## src/hw/rtl/rfid_frame_size_q_controller_top_defines.svh

```systemverilog
// Assertion macros for the frame-size Q controller.
// Included by the RTL files that carry concurrent checks; no other dependency.
`ifndef RFID_FRAME_SIZE_Q_CONTROLLER_TOP_DEFINES_SVH
`define RFID_FRAME_SIZE_Q_CONTROLLER_TOP_DEFINES_SVH

// Check a property on every clock edge outside reset.
`define RFSQ_ASSERT(label, prop, msg) \
   label: assert property (@(posedge clock) disable iff (reset) (prop)) else $error(msg);

// Check a property on every clock edge, reset included.
`define RFSQ_ASSERT_ALWAYS(label, prop, msg) \
   label: assert property (@(posedge clock) (prop)) else $error(msg);

`endif

```

## src/hw/rtl/rfsq_pkg.sv

```systemverilog
// Shared constants, codes and helper functions for the frame-size Q controller.
// No dependencies.
package rfsq_pkg;

   // Default parameter values
   localparam int MAX_Q_DEFAULT       = 15;
   localparam int Q_FRAC_BITS_DEFAULT = 12;

   // Field widths
   localparam int FRAME_W = 16;
   localparam int SLOT_W  = 15;
   localparam int STEP_W  = 12;
   localparam int CSR_W   = 16;
   localparam int CSR_IDX_W = 3;

   localparam logic [FRAME_W-1:0] FRAME_MAX = 16'd32768;

   // Mode codes
   localparam logic [1:0] MODE_LOWER    = 2'd0;
   localparam logic [1:0] MODE_ADAPTIVE = 2'd1;
   localparam logic [1:0] MODE_FAST     = 2'd2;

   // Request kinds
   localparam logic KIND_START   = 1'b0;
   localparam logic KIND_OUTCOME = 1'b1;

   // Slot outcome codes
   localparam logic [1:0] SLOT_EMPTY     = 2'd0;
   localparam logic [1:0] SLOT_SINGLE    = 2'd1;
   localparam logic [1:0] SLOT_COLLISION = 2'd2;

   // Register indexes
   localparam logic [CSR_IDX_W-1:0] CSR_MODE           = 3'd0;
   localparam logic [CSR_IDX_W-1:0] CSR_INITIAL_Q      = 3'd1;
   localparam logic [CSR_IDX_W-1:0] CSR_INITIAL_FRAME  = 3'd2;
   localparam logic [CSR_IDX_W-1:0] CSR_STEP_ADAPTIVE  = 3'd3;
   localparam logic [CSR_IDX_W-1:0] CSR_STEP_IDLE      = 3'd4;
   localparam logic [CSR_IDX_W-1:0] CSR_STEP_COLLISION = 3'd5;

   // Register reset values
   localparam logic [1:0]         MODE_RESET           = MODE_LOWER;
   localparam logic [3:0]         INITIAL_Q_RESET      = 4'd4;
   localparam logic [FRAME_W-1:0] INITIAL_FRAME_RESET  = 16'd64;
   localparam logic [STEP_W-1:0]  STEP_ADAPTIVE_RESET  = 12'd819;
   localparam logic [STEP_W-1:0]  STEP_IDLE_RESET      = 12'd614;
   localparam logic [STEP_W-1:0]  STEP_COLLISION_RESET = 12'd868;

   // Frame size for a whole Q value: 2 to the power of it
   function automatic logic [FRAME_W-1:0] q_frame(input logic [3:0] whole);
      q_frame = FRAME_W'(1) << whole;
   endfunction

   // Force a configured frame into 1..32768
   function automatic logic [FRAME_W-1:0] clamp_frame(input logic [FRAME_W-1:0] f);
      if (f == '0) begin
         clamp_frame = FRAME_W'(1);
      end else if (f > FRAME_MAX) begin
         clamp_frame = FRAME_MAX;
      end else begin
         clamp_frame = f;
      end
   endfunction

endpackage

```

## src/hw/rtl/rfsq_q_step.sv

```systemverilog
// Q step unit: scales a 1/4096 step to the Q fraction and applies it with clamping.
// Depends on rfsq_pkg.
module rfsq_q_step #(
   parameter int MAX_Q       = rfsq_pkg::MAX_Q_DEFAULT,
   parameter int Q_FRAC_BITS = rfsq_pkg::Q_FRAC_BITS_DEFAULT
) (
   input  logic [Q_FRAC_BITS+3:0]        q_cur,
   input  logic [rfsq_pkg::STEP_W-1:0]   step,
   input  logic                          increase,
   output logic [Q_FRAC_BITS+3:0]        q_next
);

   localparam int QW = Q_FRAC_BITS + 4;

   logic [Q_FRAC_BITS-1:0] step_scaled;
   logic [QW-1:0]          delta;
   logic [QW-1:0]          limit;
   logic [QW-1:0]          headroom;

   // Move the step onto the Q fraction scale; dropped low bits are lost
   generate
      if (Q_FRAC_BITS > rfsq_pkg::STEP_W) begin : g_shift_up
         assign step_scaled = {step, {(Q_FRAC_BITS - rfsq_pkg::STEP_W){1'b0}}};
      end else if (Q_FRAC_BITS == rfsq_pkg::STEP_W) begin : g_same
         assign step_scaled = step;
      end else begin : g_shift_down
         assign step_scaled = step[rfsq_pkg::STEP_W-1 -: Q_FRAC_BITS];
      end
   endgenerate

   assign delta    = {4'b0, step_scaled};
   assign limit    = {4'(MAX_Q), {Q_FRAC_BITS{1'b0}}};
   assign headroom = limit - q_cur;

   // Decrease stops at zero, increase stops at the upper limit
   always_comb begin
      if (increase) begin
         q_next = (headroom > delta) ? q_cur + delta : limit;
      end else begin
         q_next = (q_cur > delta) ? q_cur - delta : '0;
      end
   end

endmodule

```

## src/hw/rtl/rfid_frame_size_q_controller_top.sv

```systemverilog
// Frame-size controller for framed slotted ALOHA inventory: returns each request's
// result in the next cycle from a result register, ready for a new request when that
// register is empty or is being taken in the same cycle, so a steady stream runs at
// one request per clock while results are taken; the single pass of Q step, clamp
// and frame selection sets that figure. The user must write configuration through
// the plain write port only while idle; the block does not enforce it. Depends on
// rfsq_pkg, rfsq_q_step and rfid_frame_size_q_controller_top_defines.svh.
`include "rfid_frame_size_q_controller_top_defines.svh"

module rfid_frame_size_q_controller_top #(
   parameter int MAX_Q       = rfsq_pkg::MAX_Q_DEFAULT,
   parameter int Q_FRAC_BITS = rfsq_pkg::Q_FRAC_BITS_DEFAULT
) (
   input  logic                              clock,
   input  logic                              reset,
   // Configuration
   input  logic                              csr_wr_en,
   input  logic [rfsq_pkg::CSR_IDX_W-1:0]    csr_index,
   input  logic [rfsq_pkg::CSR_W-1:0]        csr_wdata,
   // Requests
   input  logic                              req_valid,
   output logic                              req_ready,
   input  logic                              req_kind,
   input  logic [15:0]                       req_collisions,
   input  logic [1:0]                        req_slot_outcome,
   // Results
   output logic                              rsp_valid,
   input  logic                              rsp_ready,
   output logic [rfsq_pkg::FRAME_W-1:0]      rsp_frame_size,
   output logic                              rsp_holding,
   output logic [rfsq_pkg::SLOT_W-1:0]       rsp_next_slot,
   output logic [3:0]                        rsp_q_whole
);

   localparam int QW = Q_FRAC_BITS + 4;
   localparam logic [3:0] RESET_IQ = (int'(rfsq_pkg::INITIAL_Q_RESET) > MAX_Q) ?
                                     4'(MAX_Q) : rfsq_pkg::INITIAL_Q_RESET;

   // Configuration registers
   logic [1:0]                       mode_ff;
   logic [3:0]                       initial_q_ff;
   logic [rfsq_pkg::FRAME_W-1:0]     initial_frame_ff;
   logic [rfsq_pkg::STEP_W-1:0]      step_adaptive_ff;
   logic [rfsq_pkg::STEP_W-1:0]      step_idle_ff;
   logic [rfsq_pkg::STEP_W-1:0]      step_collision_ff;

   // Controller state
   logic [QW-1:0]                    q_ff, q_in;
   logic [rfsq_pkg::FRAME_W-1:0]     frame_ff, frame_in;
   logic                             hold_ff, hold_in;
   logic [rfsq_pkg::SLOT_W-1:0]      slot_ff, slot_in;

   // Result register
   logic                             rsp_valid_ff;
   logic [rfsq_pkg::FRAME_W-1:0]     rsp_frame_ff;
   logic                             rsp_holding_ff;
   logic [rfsq_pkg::SLOT_W-1:0]      rsp_slot_ff;
   logic [3:0]                       rsp_q_whole_ff;

   logic                             req_accept;
   logic [3:0]                       iq_clamped;
   logic [QW-1:0]                    q_load;
   logic [QW-1:0]                    q_stepped;
   logic [rfsq_pkg::STEP_W-1:0]      step_sel;
   logic                             step_increase;
   logic [16:0]                      coll_double;
   logic [rfsq_pkg::FRAME_W-1:0]     lower_frame;
   logic                             outcome_moves_q;

   assign req_ready  = !rsp_valid_ff || rsp_ready;
   assign req_accept = req_valid && req_ready;

   // Write configuration registers; unknown indexes are dropped
   always_ff @(posedge clock) begin
      if (reset) begin
         mode_ff           <= rfsq_pkg::MODE_RESET;
         initial_q_ff      <= rfsq_pkg::INITIAL_Q_RESET;
         initial_frame_ff  <= rfsq_pkg::INITIAL_FRAME_RESET;
         step_adaptive_ff  <= rfsq_pkg::STEP_ADAPTIVE_RESET;
         step_idle_ff      <= rfsq_pkg::STEP_IDLE_RESET;
         step_collision_ff <= rfsq_pkg::STEP_COLLISION_RESET;
      end else if (csr_wr_en) begin
         unique case (csr_index)
            rfsq_pkg::CSR_MODE:           mode_ff           <= csr_wdata[1:0];
            rfsq_pkg::CSR_INITIAL_Q:      initial_q_ff      <= csr_wdata[3:0];
            rfsq_pkg::CSR_INITIAL_FRAME:  initial_frame_ff  <= csr_wdata;
            rfsq_pkg::CSR_STEP_ADAPTIVE:  step_adaptive_ff  <= csr_wdata[11:0];
            rfsq_pkg::CSR_STEP_IDLE:      step_idle_ff      <= csr_wdata[11:0];
            rfsq_pkg::CSR_STEP_COLLISION: step_collision_ff <= csr_wdata[11:0];
            default: ;
         endcase
      end
   end

   // Start value of Q, clamped to the upper limit
   assign iq_clamped = (int'(initial_q_ff) > MAX_Q) ? 4'(MAX_Q) : initial_q_ff;
   assign q_load     = {iq_clamped, {Q_FRAC_BITS{1'b0}}};

   // Lower-bound frame: twice the collisions, saturated, fallback on zero
   assign coll_double = {req_collisions, 1'b0};
   always_comb begin
      if (coll_double == '0) begin
         lower_frame = rfsq_pkg::clamp_frame(initial_frame_ff);
      end else if (coll_double > {1'b0, rfsq_pkg::FRAME_MAX}) begin
         lower_frame = rfsq_pkg::FRAME_MAX;
      end else begin
         lower_frame = coll_double[15:0];
      end
   end

   // Pick the Q step for the active rule
   assign step_increase   = (req_slot_outcome == rfsq_pkg::SLOT_COLLISION);
   assign outcome_moves_q = (req_slot_outcome == rfsq_pkg::SLOT_EMPTY) || step_increase;
   always_comb begin
      if (mode_ff == rfsq_pkg::MODE_ADAPTIVE) begin
         step_sel = step_adaptive_ff;
      end else if (req_slot_outcome == rfsq_pkg::SLOT_EMPTY) begin
         step_sel = step_idle_ff;
      end else begin
         step_sel = step_collision_ff;
      end
   end

   rfsq_q_step #(
      .MAX_Q       (MAX_Q),
      .Q_FRAC_BITS (Q_FRAC_BITS)
   ) u_q_step (
      .q_cur    (q_ff),
      .step     (step_sel),
      .increase (step_increase),
      .q_next   (q_stepped)
   );

   // Next controller state for the request at the port
   always_comb begin
      q_in     = q_ff;
      frame_in = frame_ff;
      hold_in  = hold_ff;
      slot_in  = slot_ff;
      if (req_kind == rfsq_pkg::KIND_START) begin
         q_in    = q_load;
         hold_in = 1'b0;
         slot_in = '0;
         if (mode_ff == rfsq_pkg::MODE_ADAPTIVE || mode_ff == rfsq_pkg::MODE_FAST) begin
            frame_in = rfsq_pkg::q_frame(q_load[Q_FRAC_BITS +: 4]);
         end else begin
            frame_in = rfsq_pkg::clamp_frame(initial_frame_ff);
         end
      end else begin
         unique case (mode_ff)
            rfsq_pkg::MODE_LOWER: begin
               hold_in  = 1'b0;
               slot_in  = '0;
               frame_in = lower_frame;
            end
            rfsq_pkg::MODE_ADAPTIVE: begin
               hold_in = 1'b0;
               slot_in = '0;
               if (outcome_moves_q) begin
                  q_in = q_stepped;
               end
               frame_in = rfsq_pkg::q_frame(q_in[Q_FRAC_BITS +: 4]);
            end
            rfsq_pkg::MODE_FAST: begin
               // Empty or collided slot moves Q and ends the hold
               if (outcome_moves_q) begin
                  q_in    = q_stepped;
                  hold_in = 1'b0;
                  slot_in = '0;
               end else if (hold_ff) begin
                  slot_in = slot_ff + 1'b1;
               end else begin
                  hold_in = 1'b1;
                  slot_in = rfsq_pkg::SLOT_W'(1);
               end
               if (!hold_in) begin
                  frame_in = rfsq_pkg::q_frame(q_in[Q_FRAC_BITS +: 4]);
               end
            end
            default: ;
         endcase
      end
   end

   // Advance state on each accepted request
   always_ff @(posedge clock) begin
      if (reset) begin
         q_ff     <= {RESET_IQ, {Q_FRAC_BITS{1'b0}}};
         frame_ff <= rfsq_pkg::clamp_frame(rfsq_pkg::INITIAL_FRAME_RESET);
         hold_ff  <= 1'b0;
         slot_ff  <= '0;
      end else if (req_accept) begin
         q_ff     <= q_in;
         frame_ff <= frame_in;
         hold_ff  <= hold_in;
         slot_ff  <= slot_in;
      end
   end

   // Hold the result until taken
   always_ff @(posedge clock) begin
      if (reset) begin
         rsp_valid_ff <= 1'b0;
      end else if (req_accept) begin
         rsp_valid_ff <= 1'b1;
      end else if (rsp_ready) begin
         rsp_valid_ff <= 1'b0;
      end
   end

   always_ff @(posedge clock) begin
      if (req_accept) begin
         rsp_frame_ff   <= frame_in;
         rsp_holding_ff <= hold_in;
         rsp_slot_ff    <= hold_in ? slot_in : '0;
         rsp_q_whole_ff <= q_in[Q_FRAC_BITS +: 4];
      end
   end

   assign rsp_valid      = rsp_valid_ff;
   assign rsp_frame_size = rsp_frame_ff;
   assign rsp_holding    = rsp_holding_ff;
   assign rsp_next_slot  = rsp_slot_ff;
   assign rsp_q_whole    = rsp_q_whole_ff;

   // Checks
   `RFSQ_ASSERT(a_q_in_range, q_ff <= {4'(MAX_Q), {Q_FRAC_BITS{1'b0}}}, "Q above limit")
   `RFSQ_ASSERT(a_slot_zero_unheld, rsp_valid && !rsp_holding |-> rsp_next_slot == '0,
                "next slot set without hold")
   `RFSQ_ASSERT(a_start_clears, req_accept && req_kind == rfsq_pkg::KIND_START |=>
                !hold_ff && slot_ff == '0, "start request left hold active")
   `RFSQ_ASSERT(a_accept_gives_rsp, req_accept |=> rsp_valid_ff, "accepted request lost")
   `RFSQ_ASSERT_ALWAYS(a_ready_when_empty, !rsp_valid_ff |-> req_ready,
                "request side stalled with empty result register")

endmodule
```

## config.mk

```make
export PLATFORM = sky130hd
export DESIGN_NAME = rfid_frame_size_q_controller_top
export DESIGN_NICKNAME = d
export VERILOG_FILES = /design/src/hw/rtl/rfsq_pkg.sv /design/src/hw/rtl/rfsq_q_step.sv /design/src/hw/rtl/rfid_frame_size_q_controller_top.sv
export VERILOG_INCLUDE_DIRS = /design/src /design/src/hw/rtl
export SDC_FILE = /design/constraint.sdc
export NUM_CORES = 1
export LEC_CHECK = 0
export BUFFER_PORTS_ARGS = -buffer_cell sky130_fd_sc_hd__buf_2
export CORE_ASPECT_RATIO = 0.8
export CORE_MARGIN = 2
export CORE_UTILIZATION = 38
export CTS_CLUSTER_SIZE = 16
export DETAILED_ROUTE_END_ITERATION = 16
export PLACE_DENSITY_LB_ADDON = 0.05
export SETUP_SLACK_MARGIN = 0.2
export SYNTH_ARGS = -nofsm -noshare
export SYNTH_HDL_FRONTEND = slang
export SYNTH_SLANG_ARGS = --single-unit
```

## constraint.sdc

```tcl
create_clock -name clock -period 6.65 [get_ports clock]
set_clock_uncertainty 0.2 [all_clocks]
set_input_delay 0 -clock clock [delete_from_list [all_inputs] [get_ports clock]]
set_output_delay 0 -clock clock [all_outputs]
set_load 0.02 [all_outputs]
```

==> results of run 1 <==
## critical path: stages
cell and delay, ns:
sky130_fd_sc_hd__dlygate4sd3_1 0.54, sky130_fd_sc_hd__buf_2 0.22, sky130_fd_sc_hd__nor2_1 0.63, sky130_fd_sc_hd__buf_4 0.28, sky130_fd_sc_hd__mux2i_1 0.09, sky130_fd_sc_hd__o21a_1 0.24
sky130_fd_sc_hd__ha_1 0.50, sky130_fd_sc_hd__nor3b_1 0.09, sky130_fd_sc_hd__nor3_1 0.22, sky130_fd_sc_hd__o41ai_2 0.17, sky130_fd_sc_hd__a2111oi_4 0.52, sky130_fd_sc_hd__o21ai_1 0.16
sky130_fd_sc_hd__or3_1 0.38, sky130_fd_sc_hd__a32oi_2 0.75, sky130_fd_sc_hd__and4b_1 0.29, sky130_fd_sc_hd__o221ai_2 0.20, sky130_fd_sc_hd__o21ai_1 0.10
## final cells by class
cell class                 count  area (sq um)  share of cell area
clock inverter                14         142.6             0.01331
timing repair buffer         131         890.9             0.08310
clock buffer                  18         429.2             0.04003
tap                          312         390.4             0.03641
multi-input combinational    877          5490              0.5121
inverter                      41         153.9             0.01436
sequential                   143          3223              0.3007
## timing repair
| item | in CTS | in global routing |
|---|---|---|
| hold buffers | 42 | 0 |
| hold endpoints to repair | 97 | 0 |
| setup buffers | 0 | 0 |
## through the flow
| step | std cells | hold WS, ns | total power, mW |
|---|---|---|---|
| finish | 1536 | 0.02378 | 2.182 |
| global route | 1536 | 0.06310 | 2.261 |
| CTS | 1536 | 0.009634 | 2.197 |
| detailed placement | 1462 | 0.04665 | 1.224 |
| global placement | 1462 | 0.04479 | 1.225 |
| floorplan | 1131 | -0.08214 | 1.134 |
## metal layers
| metal | vias up | global-route usage | part of all wire |
|---|---|---|---|
| li1 | 4240 | - | - |
| met1 | 4085 | 0.3749 | 0.53 |
| met2 | 333 | 0.3140 | 0.39 |
| met3 | 11 | 0.05165 | 0.075 |
| met4 | 0 | 0.04142 | 0.0055 |
| met5 | - | 0 | 0 |
## worst min-delay path by stage
stage	start	end
finish	req_kind	frame_ff[4]$_SDFFE_PP0P_
global route	req_collisions[14]	frame_ff[0]$_SDFFE_PP0P_
CTS	req_kind	frame_ff[4]$_SDFFE_PP0P_
detailed placement	csr_wdata[14]	initial_frame_ff[14]$_SDFFE_PP0P_
global placement	csr_wdata[14]	initial_frame_ff[14]$_SDFFE_PP0P_
floorplan	csr_wdata[2]	initial_q_ff[2]$_SDFFE_PP1P_
## cells by family after synthesis
group	after synthesis	share of synthesized area
adders and majority gates	47	0.06585
DFF	143	0.3519
AOI/OAI and AO/OA	319	0.2385
and+or+nand+nor	457	0.2392
xor gates and xnor gates	31	0.02964
muxes	23	0.02555
buffers and inverters	111	0.04932
## state kept, by name (all words and copies together) (netlist names)
signal             count
frame_ff              16
step_adaptive_ff      12
rsp_valid              1
step_idle_ff          12
rsp_holding            1
initial_q_ff           4
rsp_frame_size        16
hold_ff                1
rsp_next_slot         15
step_collision_ff     12
slot_ff               15
q_ff                  16
initial_frame_ff      16
mode_ff                2
rsp_q_whole            4
## cell usage in the layout, fill, tap and decap left out, types with 13 or more instances in the layout
master and instances:
sky130_fd_sc_hd__ha_1 45, sky130_fd_sc_hd__a221oi_1 16, sky130_fd_sc_hd__o21a_1 15, sky130_fd_sc_hd__dlygate4sd3_1 42, sky130_fd_sc_hd__xnor2_1 17, sky130_fd_sc_hd__nand2_1 168
sky130_fd_sc_hd__a21o_1 15, sky130_fd_sc_hd__nor3_1 15, sky130_fd_sc_hd__dfxtp_1 107, sky130_fd_sc_hd__nand3b_1 17, sky130_fd_sc_hd__inv_1 38, sky130_fd_sc_hd__buf_2 79
sky130_fd_sc_hd__clkbuf_16 17, sky130_fd_sc_hd__o21ai_0 42, sky130_fd_sc_hd__mux2i_1 20, sky130_fd_sc_hd__a31oi_1 13, sky130_fd_sc_hd__nand3_1 16, sky130_fd_sc_hd__nor2_1 134
sky130_fd_sc_hd__a22oi_1 20, sky130_fd_sc_hd__xor2_1 14, sky130_fd_sc_hd__edfxtp_1 36, sky130_fd_sc_hd__a21oi_1 103
## report_power, final
group          internal (mW)  switching (mW)  total (mW)
Sequential             0.923          0.0246       0.947
Clock                  0.502           0.455       0.956
Combinational          0.103           0.176       0.278
==> flow_metrics.py, run 1 <==
metrics = {
    "run_status": {
        "outcome": "finished, final reports clean",
    },
    "critical_path": {
        "worstPathMaxFanout": 17,
        "timing.critical_path.to": "rsp_frame_size[3]$_DFFE_PP_",
        "worst_setup_path_end_kind": "flop",
        "critPathKind": "input port to flop",
        "critical_path_source_type": "input port",
        "worst_reg2reg_setup_slack_ns": 1.22,
        "rr_startpoint": "mode_ff[1]$_SDFFE_PP0P_",
        "worst-endpoint-arrival_ns": 5.42,
        "critPathRequiredTime_ns": 6.60,
        "r2r_end": "rsp_frame_size[14]$_DFFE_PP_",
        "crit_start": "req_slot_outcome[0]",
        "worst-r2r-cell-count": 14,
    },
    "grt": {
        "grt.total_usage": 0.2340,
        "first_global_vias": 7907,
        "grt_first_pass_wirelength_mm": 46.03,
        "global_route.overflow_total": 0,
        "grt_start_max_net_pins": 75,
        "grt_antenna_before_repair": 0,
    },
    "sta": {
        "final.setup.tns_ns": 0,
        "final_min_period_over_clock_period": 0.8231,
        "clock.fmax_mhz": 182.7,
        "timing_worst_slew_pin_value_ns": 1.169,
        "final.setup.worst_slack_ns": 1.177,
        "rsz0062_at_grt": "false",
        "timing.final.hold_violations": 0,
        "final_critical_path_time_including_i_o_delays_and_setup_ns": 5.473,
        "report.final.setup_viol": 0,
        "max-slew-margin-rel": 0.2159,
        "slew_viol_final": 0,
    },
    "cts": {
        "clockBufferDepth": 2,
        "cts_made_buffers": 17,
        "htree_levels": 4,
        "tritoncts": "yes",
        "cts-resized-gates": 0,
        "cts-root-buf": "sky130_fd_sc_hd__clkbuf_16",
        "cts_sinks": 143,
        "clk_pin_slew_worst_paths_ns": 0.07,
        "skew_pair_late_insertion_delay_ns": 0.44,
    },
    "logic_synthesis": {
        "synth-async-reset-ratio": 0,
        "yosys_most_used_dff": "sky130_fd_sc_hd__dfxtp_1",
        "post-synth-top-count-cell": "sky130_fd_sc_hd__nand2_1",
        "synth.avg_cell_area_sq_um": 8.098,
        "seq_total_area_yosys": 0.3519,
        "ys_seq_elements": 143,
        "ys_top_cells_by_area": "sky130_fd_sc_hd__dfxtp_1 (23%), sky130_fd_sc_hd__edfxtp_1 (12%), sky130_fd_sc_hd__nand2_1 (6.9%)",
        "post_synth_edffs": 36,
        "yosysWarnings": 0,
        "synthesis.nets": 1221,
        "post-synth-top-area-cell": "sky130_fd_sc_hd__dfxtp_1",
        "synthesis.instances": 1131,
        "netlist.area_leader.share": 0.2339,
        "post_synth_most_frequent_cells": "sky130_fd_sc_hd__nand2_1 (168), sky130_fd_sc_hd__nor2_1 (134), sky130_fd_sc_hd__dfxtp_1 (107)",
        "post_synth_num_cell_types": 86,
        "netlist_area_before_placement_sq_um": 9159,
    },
    "pwr": {
        "power_per_cell_area_nw_per_um2": 203.5,
        "worst_ir_drop_vdd_uv": 148.3,
        "power.static_leakage_nw": 4.260,
    },
    "min_path": {
        "hold_depth": 2,
        "hold_path.class": "input port to flop",
    },
    "floorplanning": {
        "coreArea_sq_um": 23520,
        "design.portCount": 81,
        "die_x_um": 177.6,
        "floorplan.rows": 50,
        "floorplan.initialDensity": 0.3894,
        "die-height_um": 142.9,
        "die_area_sq_um": 25370,
    },
    "place": {
        "dpl_cell_area_sq_um": 9728,
        "gp_congestion": 0.9192,
        "detailed_place_hpwl_mm": 20.51,
        "io_buffers": 80,
        "pre_cts_setup_slack_ns": 1.275,
    },
    "finish": {
        "fillCellCount": 2399,
        "nets": 1301,
        "layout-drive-gt1-share": 0.1258,
        "final_core_utilization": 0.4557,
        "antenna-diode-count": 0,
        "area_growth_syn_to_layout_pct": 17.05,
        "design_area_sq_um": 10720,
    },
    "drt": {
        "detailed_route_wire_length_per_cell_um": 19.23,
        "routed_via_density": 5.644,
        "antenna_left": 0,
        "drtPass1Iterations": 6,
        "routed-via-count": 8669,
        "initialDrtViolationCount": 857,
        "routed_wirelength_mm": 29.54,
        "drt_drc_violations_left": 0,
    },
    "flow_run": {
        "max_cap_violations": 0,
    },
}
Power figures use the tool's default switching activity.
==> run 2: changes to the inputs <==
clock period = 5.4 ns   (was 6.65 ns; I/O delays follow)
==> flow_metrics.py, run 2 (synthesized netlist as in run 1, its figures left out) <==
metrics = {
    "critical_path": {
        "rr_startpoint": "q_ff[1]$_SDFFE_PP0P_",
        "worst_setup_path_end_kind": "flop",
        "r2r_end": "rsp_frame_size[14]$_DFFE_PP_",
        "critPathRequiredTime_ns": 5.51,
        "worstPathMaxFanout": 15,
        "worst-r2r-cell-count": 16,
        "worst-endpoint-arrival_ns": 5.07,
        "worst_reg2reg_setup_slack_ns": 0.46,
        "critPathKind": "input port to flop",
        "critical_path_source_type": "input port",
    },
    "pwr": {
        "power.static_leakage_nw": 4.416,
        "power_per_cell_area_nw_per_um2": 245.7,
        "worst_ir_drop_vdd_uv": 171.8,
    },
    "grt": {
        "grt_antenna_before_repair": 0,
        "grt_use_met1": 0.3769,
        "grt_first_pass_wirelength_mm": 47.08,
        "grt_most_used_layer": "met1",
        "global_route_track_usage_on_met3": 0.04766,
        "global_route.overflow_total": 0,
        "grt.total_usage": 0.2402,
        "first_global_vias": 8163,
        "grt_start_max_net_pins": 70,
        "gr-usage-met2": 0.3315,
    },
    "finish": {
        "nets": 1333,
        "final_cell_mix": "sky130_fd_sc_hd__nand2_1 (168), sky130_fd_sc_hd__nor2_1 (133), sky130_fd_sc_hd__dfxtp_1 (107)",
        "antenna-diode-count": 0,
        "design_area_sq_um": 11010,
        "final_common_cell": "sky130_fd_sc_hd__nand2_1",
        "layout-drive-gt1-share": 0.1417,
        "area_growth_syn_to_layout_pct": 20.22,
    },
    "floorplanning": {
        "die_x_um": 177.6,
        "die_area_sq_um": 25370,
        "die-height_um": 142.9,
        "floorplan.initialDensity": 0.3894,
        "design.portCount": 81,
        "coreArea_sq_um": 23520,
        "floorplan.rows": 50,
    },
    "cts": {
        "cts_sinks": 143,
        "tritoncts": "yes",
        "cts.repair_timing.setup_buffer_count": 0,
        "skew_pair_late_insertion_delay_ns": 0.44,
        "clk_pin_slew_worst_paths_ns": 0.07,
        "clockBufferDepth": 2,
        "htree_levels": 4,
        "cts-root-buf": "sky130_fd_sc_hd__clkbuf_16",
        "cts_made_buffers": 17,
    },
    "sta": {
        "slew_viol_final": 0,
        "max-slew-margin-rel": 0.1748,
        "final_critical_path_time_including_i_o_delays_and_setup_ns": 4.953,
        "report.final.setup_viol": 0,
        "final_min_period_over_clock_period": 0.9172,
        "final.setup.tns_ns": 0,
        "rsz0062_at_grt": "true",
        "clock.fmax_mhz": 201.9,
        "timing.final.hold_violations": 0,
        "timing_worst_slew_pin_value_ns": 1.230,
    },
    "flow_run": {
        "max_cap_violations": 0,
    },
    "place": {
        "detailed_place_hpwl_mm": 20.94,
        "gp_congestion": 0.8978,
        "io_buffers": 80,
        "dpl_cell_area_sq_um": 9898,
    },
    "drt": {
        "drt_drc_violations_left": 0,
        "antenna_left": 0,
        "detailed_route_wire_length_per_cell_um": 19.35,
        "drtPass1Iterations": 5,
        "routed_via_density": 5.643,
        "routed-via-count": 8849,
        "routed_wirelength_mm": 30.34,
        "initialDrtViolationCount": 826,
    },
    "min_path": {
        "hold_path.class": "input port to flop",
        "whs_endpoint": "frame_ff[0]$_SDFFE_PP0P_",
        "hold_depth": 5,
        "hold_start": "req_collisions[14]",
    },
    "run_status": {
        "outcome": "finished, final reports clean",
    },
}
run 2: changes by cell type in the layout (fill, tap and decap cells not counted), moves of 2 or more:
cell,previous run,this run
sky130_fd_sc_hd__inv_6,3,5
sky130_fd_sc_hd__buf_4,10,30
sky130_fd_sc_hd__clkinv_4,3,1
sky130_fd_sc_hd__dlygate4sd3_1,42,53
sky130_fd_sc_hd__inv_8,6,4
run 2: timing repair:
item                                    in CTS  in global routing
hold endpoints to repair                    96                  0
hold buffers                                53                  0
endpoints found under the setup margin       0                 29
resized for setup                            0                  3
run 2: layout make-up:
cell class	count	area, sq um
clock buffers	18	429.2
clock inverters	14	141.4
fillers	2364	12510
inverters	41	153.9
multi-input cells	877	5502
flip-flops and latches	143	3223
well taps	312	390.4
repair buffers	163	1171
run 2: power by group:
group	total [mW]	internal, mW	switching, mW
clock	1.18	0.616	0.566
sequential	1.17	1.14	0.0292
combinational	0.358	0.137	0.221
run 2: worst max-delay path by stage:
stage          cells past startpoint            startpoint  slack (ns)                      endpoint
4_1_cts                           16  q_ff[1]$_SDFFE_PP0P_        0.27  rsp_frame_size[14]$_DFFE_PP_
3_5_place_dp                      16  q_ff[1]$_SDFFE_PP0P_        0.30  rsp_frame_size[14]$_DFFE_PP_
2_1_floorplan                     18   req_slot_outcome[1]        0.84   rsp_frame_size[3]$_DFFE_PP_
3_3_place_gp                      16  q_ff[1]$_SDFFE_PP0P_        0.38  rsp_frame_size[14]$_DFFE_PP_
5_1_grt                           16  q_ff[2]$_SDFFE_PP0P_        0.19  rsp_frame_size[14]$_DFFE_PP_
6_report                          17   req_slot_outcome[0]        0.45  rsp_frame_size[14]$_DFFE_PP_
run 2: stage by stage:
stage	power, mW	worst slack [ns]	util	cells	hold WS, ns
after floorplan	1.396	0.8395	-	1131	-0.08214
after global placement	1.517	0.3772	0.4208	1483	0.04939
final	2.706	0.4473	0.4681	1568	0.03423
after detailed placement	1.517	0.3004	0.4208	1483	0.04852
after CTS	2.722	0.2704	0.4676	1568	0.01048
after global routing	2.803	0.1853	0.4681	1568	0.05532
run 2: critical path, cell delays in order:
cell and delay (ns):
sky130_fd_sc_hd__dlygate4sd3_1 0.53, sky130_fd_sc_hd__buf_2 0.24, sky130_fd_sc_hd__nor2_2 0.24, sky130_fd_sc_hd__buf_12 0.19, sky130_fd_sc_hd__mux2i_1 0.33, sky130_fd_sc_hd__o21ai_0 0.20, sky130_fd_sc_hd__ha_1 0.26, sky130_fd_sc_hd__fa_1 0.42
sky130_fd_sc_hd__nand2b_1 0.20, sky130_fd_sc_hd__a21oi_1 0.18, sky130_fd_sc_hd__o21a_1 0.17, sky130_fd_sc_hd__a31oi_1 0.13, sky130_fd_sc_hd__nor3_2 0.62, sky130_fd_sc_hd__a311oi_4 0.36, sky130_fd_sc_hd__or4b_1 0.59, sky130_fd_sc_hd__a31oi_1 0.23
sky130_fd_sc_hd__or2_1 0.13
run 2: per-layer routing:
| layer | share of wire | up-vias |
|---|---|---|
| li1 | - | 4303 |
| met1 | 0.51 | 4162 |
| met2 | 0.40 | 357 |
| met3 | 0.080 | 27 |
| met4 | 0.0098 | 0 |
| met5 | 0 | - |
==> run 3: changes to the inputs <==
PLACE_DENSITY = 0.6   (was not set)
PLACE_DENSITY_LB_ADDON = not set   (was 0.05)
==> flow_metrics.py, run 3 (synthesized netlist as in run 1, its figures left out) <==
metrics = {
    "run_status": {
        "outcome": "finished, final reports clean",
    },
    "place": {
        "gp_congestion": 0.9599,
        "pre_cts_setup_slack_ns": 0.2759,
        "dpl_cell_area_sq_um": 9811,
        "io_buffers": 80,
        "detailed_place_hpwl_mm": 19.58,
    },
    "floorplanning": {
        "floorplan.rows": 50,
        "die_area_sq_um": 25370,
        "design.portCount": 81,
        "die_x_um": 177.6,
        "coreArea_sq_um": 23520,
        "floorplan.initialDensity": 0.3894,
        "die-height_um": 142.9,
    },
    "cts": {
        "skew_pair_late_insertion_delay_ns": 0.44,
        "cts.repair_timing.setup_buffer_count": 0,
        "cts_sinks": 143,
        "htree_levels": 4,
        "cts_made_buffers": 17,
        "clk_pin_slew_worst_paths_ns": 0.08,
        "cts-root-buf": "sky130_fd_sc_hd__clkbuf_16",
        "clockBufferDepth": 2,
        "tritoncts": "yes",
    },
    "critical_path": {
        "rr_startpoint": "q_ff[1]$_SDFFE_PP0P_",
        "worst_reg2reg_setup_slack_ns": 0.48,
        "critPathRequiredTime_ns": 5.51,
        "worst-r2r-cell-count": 16,
        "critical_path_source_type": "flop",
        "timing.critical_path.to": "rsp_frame_size[14]$_DFFE_PP_",
        "critPathKind": "flop to flop",
        "worst-endpoint-arrival_ns": 5.03,
        "worstPathMaxFanout": 17,
        "worst_setup_path_end_kind": "flop",
        "r2r_end": "rsp_frame_size[14]$_DFFE_PP_",
        "crit_start": "q_ff[1]$_SDFFE_PP0P_",
    },
    "sta": {
        "final.setup.worst_slack_ns": 0.4769,
        "final_min_period_over_clock_period": 0.9117,
        "timing_worst_slew_pin_value_ns": 1.214,
        "clock.fmax_mhz": 203.1,
        "final_critical_path_time_including_i_o_delays_and_setup_ns": 4.923,
        "timing.final.hold_violations": 0,
        "report.final.setup_viol": 0,
        "max-slew-margin-rel": 0.1855,
        "slew_viol_final": 0,
        "rsz0062_at_grt": "false",
        "final.setup.tns_ns": 0,
    },
    "drt": {
        "routed_wirelength_mm": 28.37,
        "routed_via_density": 5.659,
        "initialDrtViolationCount": 975,
        "antenna_left": 0,
        "routed-via-count": 8766,
        "detailed_route_wire_length_per_cell_um": 18.31,
        "drtPass1Iterations": 5,
        "drt_drc_violations_left": 0,
    },
    "pwr": {
        "power_per_cell_area_nw_per_um2": 247.3,
        "total_power_draw_mw": 2.687,
        "worst_ir_drop_vdd_uv": 167.1,
        "power.static_leakage_nw": 4.316,
    },
    "finish": {
        "antenna-diode-count": 0,
        "fillCellCount": 2374,
        "area_growth_syn_to_layout_pct": 18.62,
        "layout-drive-gt1-share": 0.1358,
        "final_cell_mix": "sky130_fd_sc_hd__nand2_1 (168), sky130_fd_sc_hd__nor2_1 (134), sky130_fd_sc_hd__dfxtp_1 (107)",
        "nets": 1314,
        "design_area_sq_um": 10860,
        "final_common_cell": "sky130_fd_sc_hd__nand2_1",
    },
    "grt": {
        "gr-usage-met2": 0.3129,
        "global_route.overflow_total": 0,
        "grt_most_used_layer": "met1",
        "grt_antenna_before_repair": 0,
        "first_global_vias": 8136,
        "grt_start_max_net_pins": 95,
        "grt_first_pass_wirelength_mm": 44.62,
        "global_route_track_usage_on_met3": 0.04899,
        "grt.total_usage": 0.2253,
        "grt_use_met1": 0.3454,
    },
    "min_path": {
        "hold_path.class": "input port to flop",
        "hold_depth": 2,
    },
    "flow_run": {
        "max_cap_violations": 0,
    },
}
run 3: how the worst min path moves through the flow:
stage / start / endpoint
4_1_cts: req_kind / frame_ff[4]$_SDFFE_PP0P_
3_5_place_dp: csr_wdata[12] / initial_frame_ff[12]$_SDFFE_PP0P_
6_report: req_kind / frame_ff[4]$_SDFFE_PP0P_
2_1_floorplan: csr_wdata[2] / initial_q_ff[2]$_SDFFE_PP1P_
5_1_grt: req_kind / frame_ff[4]$_SDFFE_PP0P_
3_3_place_gp: csr_wdata[12] / initial_frame_ff[12]$_SDFFE_PP0P_
run 3: worst max-delay path: stages, from the launching register on:
cell and delay (ns):
sky130_fd_sc_hd__dfxtp_1 0.40, sky130_fd_sc_hd__or3_1 0.45, sky130_fd_sc_hd__or2_2 0.34, sky130_fd_sc_hd__nor4_4 0.23
sky130_fd_sc_hd__nand2_1 0.11, sky130_fd_sc_hd__xor2_1 0.16, sky130_fd_sc_hd__ha_1 0.32, sky130_fd_sc_hd__a21oi_1 0.21
sky130_fd_sc_hd__o21ai_0 0.12, sky130_fd_sc_hd__o41a_1 0.52, sky130_fd_sc_hd__or2_2 0.39, sky130_fd_sc_hd__nand4_1 0.12
sky130_fd_sc_hd__a32oi_2 0.10, sky130_fd_sc_hd__buf_4 0.22, sky130_fd_sc_hd__or4b_1 0.50, sky130_fd_sc_hd__a31oi_1 0.24
sky130_fd_sc_hd__or2_1 0.13
run 3: through the flow:
stage	hold WS (ns)	cells	util
after floorplan	-0.08214	1131	-
after global placement	0.04448	1473	0.4171
after detailed placement	0.05149	1473	0.4171
after CTS	0.004018	1549	0.4605
after global routing	0.05572	1549	0.4619
final	0.03814	1549	0.4619
run 3: report_power, final:
part	switching [mW]	total, mW	internal, mW
Clock	0.562	1.17	0.613
Combinational	0.217	0.348	0.131
Sequential	0.0275	1.16	1.14
Total	0.806	2.69	1.88
run 3: what timing repair did:
action	in CTS	in global routing
setup endpoints to repair	1	29
hold endpoints to repair	89	0
gates cloned	0	0
pin swaps	0	0
hold buffers	44	0
gates resized for setup	1	5
run 3: layer usage:
| layer | vias to the layer above | routed length [um] |
|---|---|---|
| li1 | 4258 | - |
| met1 | 4151 | 14130 |
| met2 | 328 | 11690 |
| met3 | 29 | 2199 |
| met4 | 0 | 349 |
| met5 | - | 0 |
run 3: layout make-up:
| cell class | instances | area [sq um] | area share |
|---|---|---|---|
| Inverter | 41 | 153.9 | 0.01417 |
| Tap cell | 312 | 390.4 | 0.03593 |
| Timing Repair Buffer | 144 | 993.5 | 0.09144 |
| Multi-Input combinational cell | 877 | 5529 | 0.5089 |
| Sequential cell | 143 | 3223 | 0.2967 |
| Clock buffer | 17 | 425.4 | 0.03916 |
| Clock inverter | 15 | 148.9 | 0.01370 |
